<file path="config.mk">
export PLATFORM = sky130hd
export DESIGN_NAME = sorrw_front
export DESIGN_NICKNAME = d
export VERILOG_FILES = /design/src/design/sorrw_pkg.sv /design/src/design/sorrw_front.sv
export SDC_FILE = /design/constraint.sdc
export NUM_CORES = 1
export LEC_CHECK = 0
export BUFFER_PORTS_ARGS = -buffer_cell sky130_fd_sc_hd__buf_2
export CAP_MARGIN = 40
export CORE_MARGIN = 10
export CORE_UTILIZATION = 52
export DETAILED_ROUTE_END_ITERATION = 6
export MAX_ROUTING_LAYER = met4
export PLACE_DENSITY = 0.83
export SETUP_SLACK_MARGIN = 0.3
export SLEW_MARGIN = 15
export SYNTH_ARGS = -nofsm -noshare
export SYNTH_HDL_FRONTEND = slang
export SYNTH_SLANG_ARGS = --single-unit
</file>
<file path="constraint.sdc">
create_clock -name clk -period 5.25 [get_ports clk]
set_clock_uncertainty 0.2 [all_clocks]
set_input_delay 1.3125 -clock clk [delete_from_list [all_inputs] [get_ports clk]]
set_output_delay 1.3125 -clock clk [all_outputs]
set_load 0.01 [all_outputs]
</file>
<file path="src/design/sorrw_pkg.sv">
`default_nettype none
// ----------------------------------------------------------------------------
// sorrw_pkg
// Shared types, codes and constants of the second-order reflecting walk.
// ----------------------------------------------------------------------------
package sorrw_pkg;

	localparam int DefaultPoints = 64;
	localparam int QueueDepth    = 2;

	typedef enum logic [1:0] {
		CMD_RESET  = 2'd0,
		CMD_STEP   = 2'd1,
		CMD_LOOKUP = 2'd2,
		CMD_TAKE   = 2'd3
	} cmd_t;

	typedef enum logic [2:0] {
		REG_SEC_LOW        = 3'd0,
		REG_SEC_HIGH       = 3'd1,
		REG_PRI_LIMIT      = 3'd2,
		REG_PRI_STEP_SCALE = 3'd3,
		REG_SEC_STEP_SCALE = 3'd4,
		REG_SECOND_ORDER   = 3'd5,
		REG_POINTS_IN_USE  = 3'd6
	} reg_idx_t;

	typedef struct packed {
		logic [1:0]         cmd;
		logic [5:0]         index;
		logic signed [31:0] operand;
		logic [21:0]        position;
	} in_item_t;

	typedef struct packed {
		logic signed [47:0] value;
		logic               status;
	} out_item_t;

	// classified work handed from front to back
	typedef struct packed {
		cmd_t               cmd;
		logic               bad;
		logic [5:0]         idx_a;
		logic [5:0]         idx_b;
		logic signed [31:0] operand;
		logic [16:0]        frac;
	} job_t;

	typedef struct packed {
		logic signed [31:0] sec_low;
		logic signed [31:0] sec_high;
		logic [30:0]        pri_limit;
		logic [30:0]        pri_step_scale;
		logic [30:0]        sec_step_scale;
		logic               second_order;
		logic [6:0]         points_in_use;
	} cfg_t;

	localparam logic signed [47:0] SumMax = 48'sh7FFF_FFFF_FFFF;
	localparam logic signed [47:0] SumMin = 48'sh8000_0000_0000;

endpackage
`default_nettype wire

</file>
<file path="src/design/sorrw_front.sv">
`default_nettype none
// ----------------------------------------------------------------------------
// sorrw_front
// Accepts input transactions, range-checks them and queues classified jobs.
// ----------------------------------------------------------------------------
module sorrw_front #(
	parameter int POINTS = sorrw_pkg::DefaultPoints
) (
	input  wire logic                clk,
	input  wire logic                arst_n,
	input  wire logic                in_valid,
	output logic                     in_ready,
	input  wire sorrw_pkg::in_item_t in_data,
	input  wire logic [6:0]          points_in_use,
	output logic                     job_valid,
	input  wire logic                job_ready,
	output sorrw_pkg::job_t          job
);

	localparam int QD = sorrw_pkg::QueueDepth;
	localparam logic [6:0] NMax = 7'((POINTS < 64) ? POINTS : 64);

	sorrw_pkg::job_t fifo_q [QD];
	logic [$clog2(QD)-1:0] wr_ptr_q, rd_ptr_q;
	logic [$clog2(QD):0]   count_q;
	logic [6:0]            n;
	logic [6:0]            x1, x2;
	sorrw_pkg::job_t       cj;
	logic                  push, pop;

	always_comb begin
		n = points_in_use;
		if (n == 7'd0) n = 7'd1;
		if (n > NMax) n = NMax;
		x1 = {1'b0, in_data.position[21:16]};
		x2 = x1 + 7'd1;
		if (x2 >= n) x2 = 7'd0;
		cj.cmd     = sorrw_pkg::cmd_t'(in_data.cmd);
		cj.operand = in_data.operand;
		cj.frac    = {1'b0, in_data.position[15:0]};
		if (cj.cmd == sorrw_pkg::CMD_LOOKUP) begin
			cj.idx_a = x1[5:0];
			cj.idx_b = x2[5:0];
			cj.bad   = x1 >= n;
		end else begin
			cj.idx_a = in_data.index;
			cj.idx_b = in_data.index;
			cj.bad   = ({1'b0, in_data.index} >= n) && (cj.cmd != sorrw_pkg::CMD_TAKE);
		end
	end

	assign in_ready  = count_q != QD[$clog2(QD):0];
	assign job_valid = count_q != '0;
	assign job       = fifo_q[rd_ptr_q];
	assign push      = in_valid && in_ready;
	assign pop       = job_valid && job_ready;

	always_ff @(posedge clk) begin
		if (push) fifo_q[wr_ptr_q] <= cj;
	end

	always_ff @(posedge clk or negedge arst_n) begin
		if (!arst_n) begin
			wr_ptr_q <= '0;
			rd_ptr_q <= '0;
			count_q  <= '0;
		end else begin
			if (push) wr_ptr_q <= wr_ptr_q + 1'b1;
			if (pop)  rd_ptr_q <= rd_ptr_q + 1'b1;
			count_q <= count_q + {{$clog2(QD){1'b0}}, push} - {{$clog2(QD){1'b0}}, pop};
		end
	end

`ifndef NO_ASSERTIONS
	a_no_overflow: assert property (@(posedge clk) disable iff (!arst_n)
		count_q <= QD[$clog2(QD):0]) else $error("queue overflow");
	a_no_push_full: assert property (@(posedge clk) disable iff (!arst_n)
		count_q == QD[$clog2(QD):0] |-> !push) else $error("push into full queue");
	a_pop_count: assert property (@(posedge clk) disable iff (!arst_n)
		pop && !push |=> count_q == $past(count_q) - 1'b1) else $error("count slip");
`endif

endmodule
`default_nettype wire

</file>
==> out/results.txt <==
Outcome: finished, final reports clean
Setup_tns: 0 ns
Root cell of the clock tree: clkbuf_8
Crit start category: flip-flop
Synth warnings: 0
CP arrival: 2.37 ns
Number of global-route vias before repair: 3440
Slew @ Worst Pin: 0.658 ns
Dpl cells: 583
Total number of H-tree levels: 4
WL/cell: 18.3 um
Relative slew slack: 56.0%
Register area share after synthesis: 72.1%
Final instance area: 0.00677 mm^2
Syn nets: 409
Clk sinks: 130
Final Cycle Share: 74.0%
Hold crit path type: reg2reg
Count of final hold-check violations: 0
Clk slew on worst S/H paths: 0.05 ns
IO Pins: 139
Post-DR vias/cell: 5.17
First-pass GRT wire length: 17400 um
Port bufs: 137
Hold Buf Count CTS: 0
Achievable Freq: 0.257 GHz
Initial Util: 52.9%
Area of the core: 0.0102 mm^2
Initial antenna violation count: 0
TritonCTS buffer count: 17
# fillers: 732
Die extent in x: 122 um
RePlAce Congestion: 0.884
Critical path type: reg2out
Die height: 122 um
Wirelength, routed: 11200 um
CTS Buffer Depth: 2
Largest area contributor in the netlist: edfxtp_1
Post-route insts no fill: 615
DRC Markers: 0
GRT Util Overall: 15.8%
Synthesized area: 0.00539 mm^2
Synthesis-stage register bit count: 130
Syn Area/Cell: 17.0 um^2
Post-synth top area share: 70.2%
Post-synthesis cell count: 316
Clk Latency, worst-skew pair: 0.50 ns
1st-iter DRT viols: 170
Cell row count: 37
Final Max Slew Viols: 0
Synth Flop Type: edfxtp_1
Worst EP required: 3.74 ns
Layout cells sized above 1: 48.6%
Largest net degree at the start of global routing: 43
Vias: 3178
CTS resizes: 0
Antenna viol nets, final: 0
Setup-failing EPs final: 0
DP HPWL: 8240 um
Min Tclk post-route: 3.88 ns
Cell variety after synth: 32
Post-synth EDFFs: 126
Leak: 2.66 nW
# Post-CTS Setup Buffers: 0
Ys async rst share: 3.08%
Final #Nets: 559
Power Dens Cells: 530 mW/mm^2
P&R area growth vs syn: 25.7%
Worst IR Drop VDD: 0.000232 V
N_diodes: 0
Die area: 0.0148 mm^2
RSZ-0062 raised after global routing: false
Pre-Repair DR Iteration Count: 4
CP Capture Type: primary output
CTS tree: yes
Ranking of synthesized cells by area: edfxtp_1 70%, mux2_2 13%, ha_1 4.6%
Max-cap violations: 0
Grt ovf: 0
Placed instance area: 0.00623 mm^2
CP max FO: 38
## synthesized netlist by cell type (all sizes together), types with 2 or more instances
cell type and instances:
mux2 63, nand3 5, o31ai 8, nor2 10
buf 8, ha 20, edfxtp 126, dfrtp 4
o21ai 3, nand2 28, a211oi 2, a21oi 5
nand2b 2, xor2 3, xnor2 5, inv 10
## final cells by class
type	count	area, um^2	share of cell area (%)
well taps	136	170	2.51
multi-input cells	167	1430	21.1
clock buffers	21	429	6.34
flip-flops and latches	130	3880	57.4
repair buffers	140	708	10.5
inverters	10	37.5	0.555
clock inverters	11	111	1.65
## cells by family after synthesis
kind of cell,synth area share (%)
compound gates,2.74
xor+xnor,1.30
fa+ha+maj,4.65
buf+inv,1.56
flops,72.1
mux,13.2
other cells,0.0696
simple gates,4.41
## final timing paths
kind	slack, ns	from	cells after the start	end
worst max register to register	2.87	count_q[1]$_DFF_PN0_	4	fifo_q[0][29]$_DFFE_PP_
worst min-delay path	0.32	count_q[1]$_DFF_PN0_	1	count_q[1]$_DFF_PN0_
min in group asynchronous	0.41	arst_n	1	count_q[0]$_DFF_PN0_
worst min register to register	0.32	count_q[1]$_DFF_PN0_	1	count_q[1]$_DFF_PN0_
max in group asynchronous	4.31	arst_n	1	rd_ptr_q$_DFFE_PN0P_
worst max-delay path	1.37	rd_ptr_q$_DFFE_PN0P_	3	job[41]
## worst max-delay path, stage by stage, from the launching register on
cell and delay (ns):
dfrtp_2 0.76, buf_4 0.54, mux2_2 0.40, buf_2 0.15
## report_power, final
part	switching, W	internal [W]	leakage [nW]
sequential	0.0000942	0.00143	1.22
clock	0.000395	0.000669	0.263
combinational	0.000543	0.000458	1.18
## state kept, by name, indices dropped and copies added (netlist names)
| name | count |
|---|---|
| count_q | 2 |
| wr_ptr_q | 1 |
| rd_ptr_q | 1 |
| fifo_q | 126 |
## per-stage QoR
step,util (%),hold slack (ns),power (W),worst slack [ns]
finish,66.5,0.323,0.00359,1.37
global route,66.5,0.355,0.00378,1.18
global placement,61.2,0.277,0.00253,1.57
detailed placement,61.2,0.321,0.00257,1.46
CTS,66.5,0.330,0.00364,1.27
floorplan,-,0.260,0.00217,0.522
## cells in the final DEF, fill, tap and decap left out, types with 4 or more instances in the layout
cell type / n
nor2_1: 9
ha_1: 20
mux2_2: 63
nand2_1: 28
xnor2_1: 5
nand3_1: 5
clkbuf_16: 16
a21oi_1: 4
edfxtp_1: 126
clkbuf_1: 4
inv_1: 10
buf_2: 137
o31ai_1: 8
## per-layer routing
layer	up-vias	track usage, %	part of all wire, %
met4	0	6.33	1.5
li1	1509	-	-
met2	105	26.3	52
met3	16	5.83	6.0
met1	1548	16.9	41
met5	-	-	0
No activity file was read; power rests on OpenSTA's default activity.
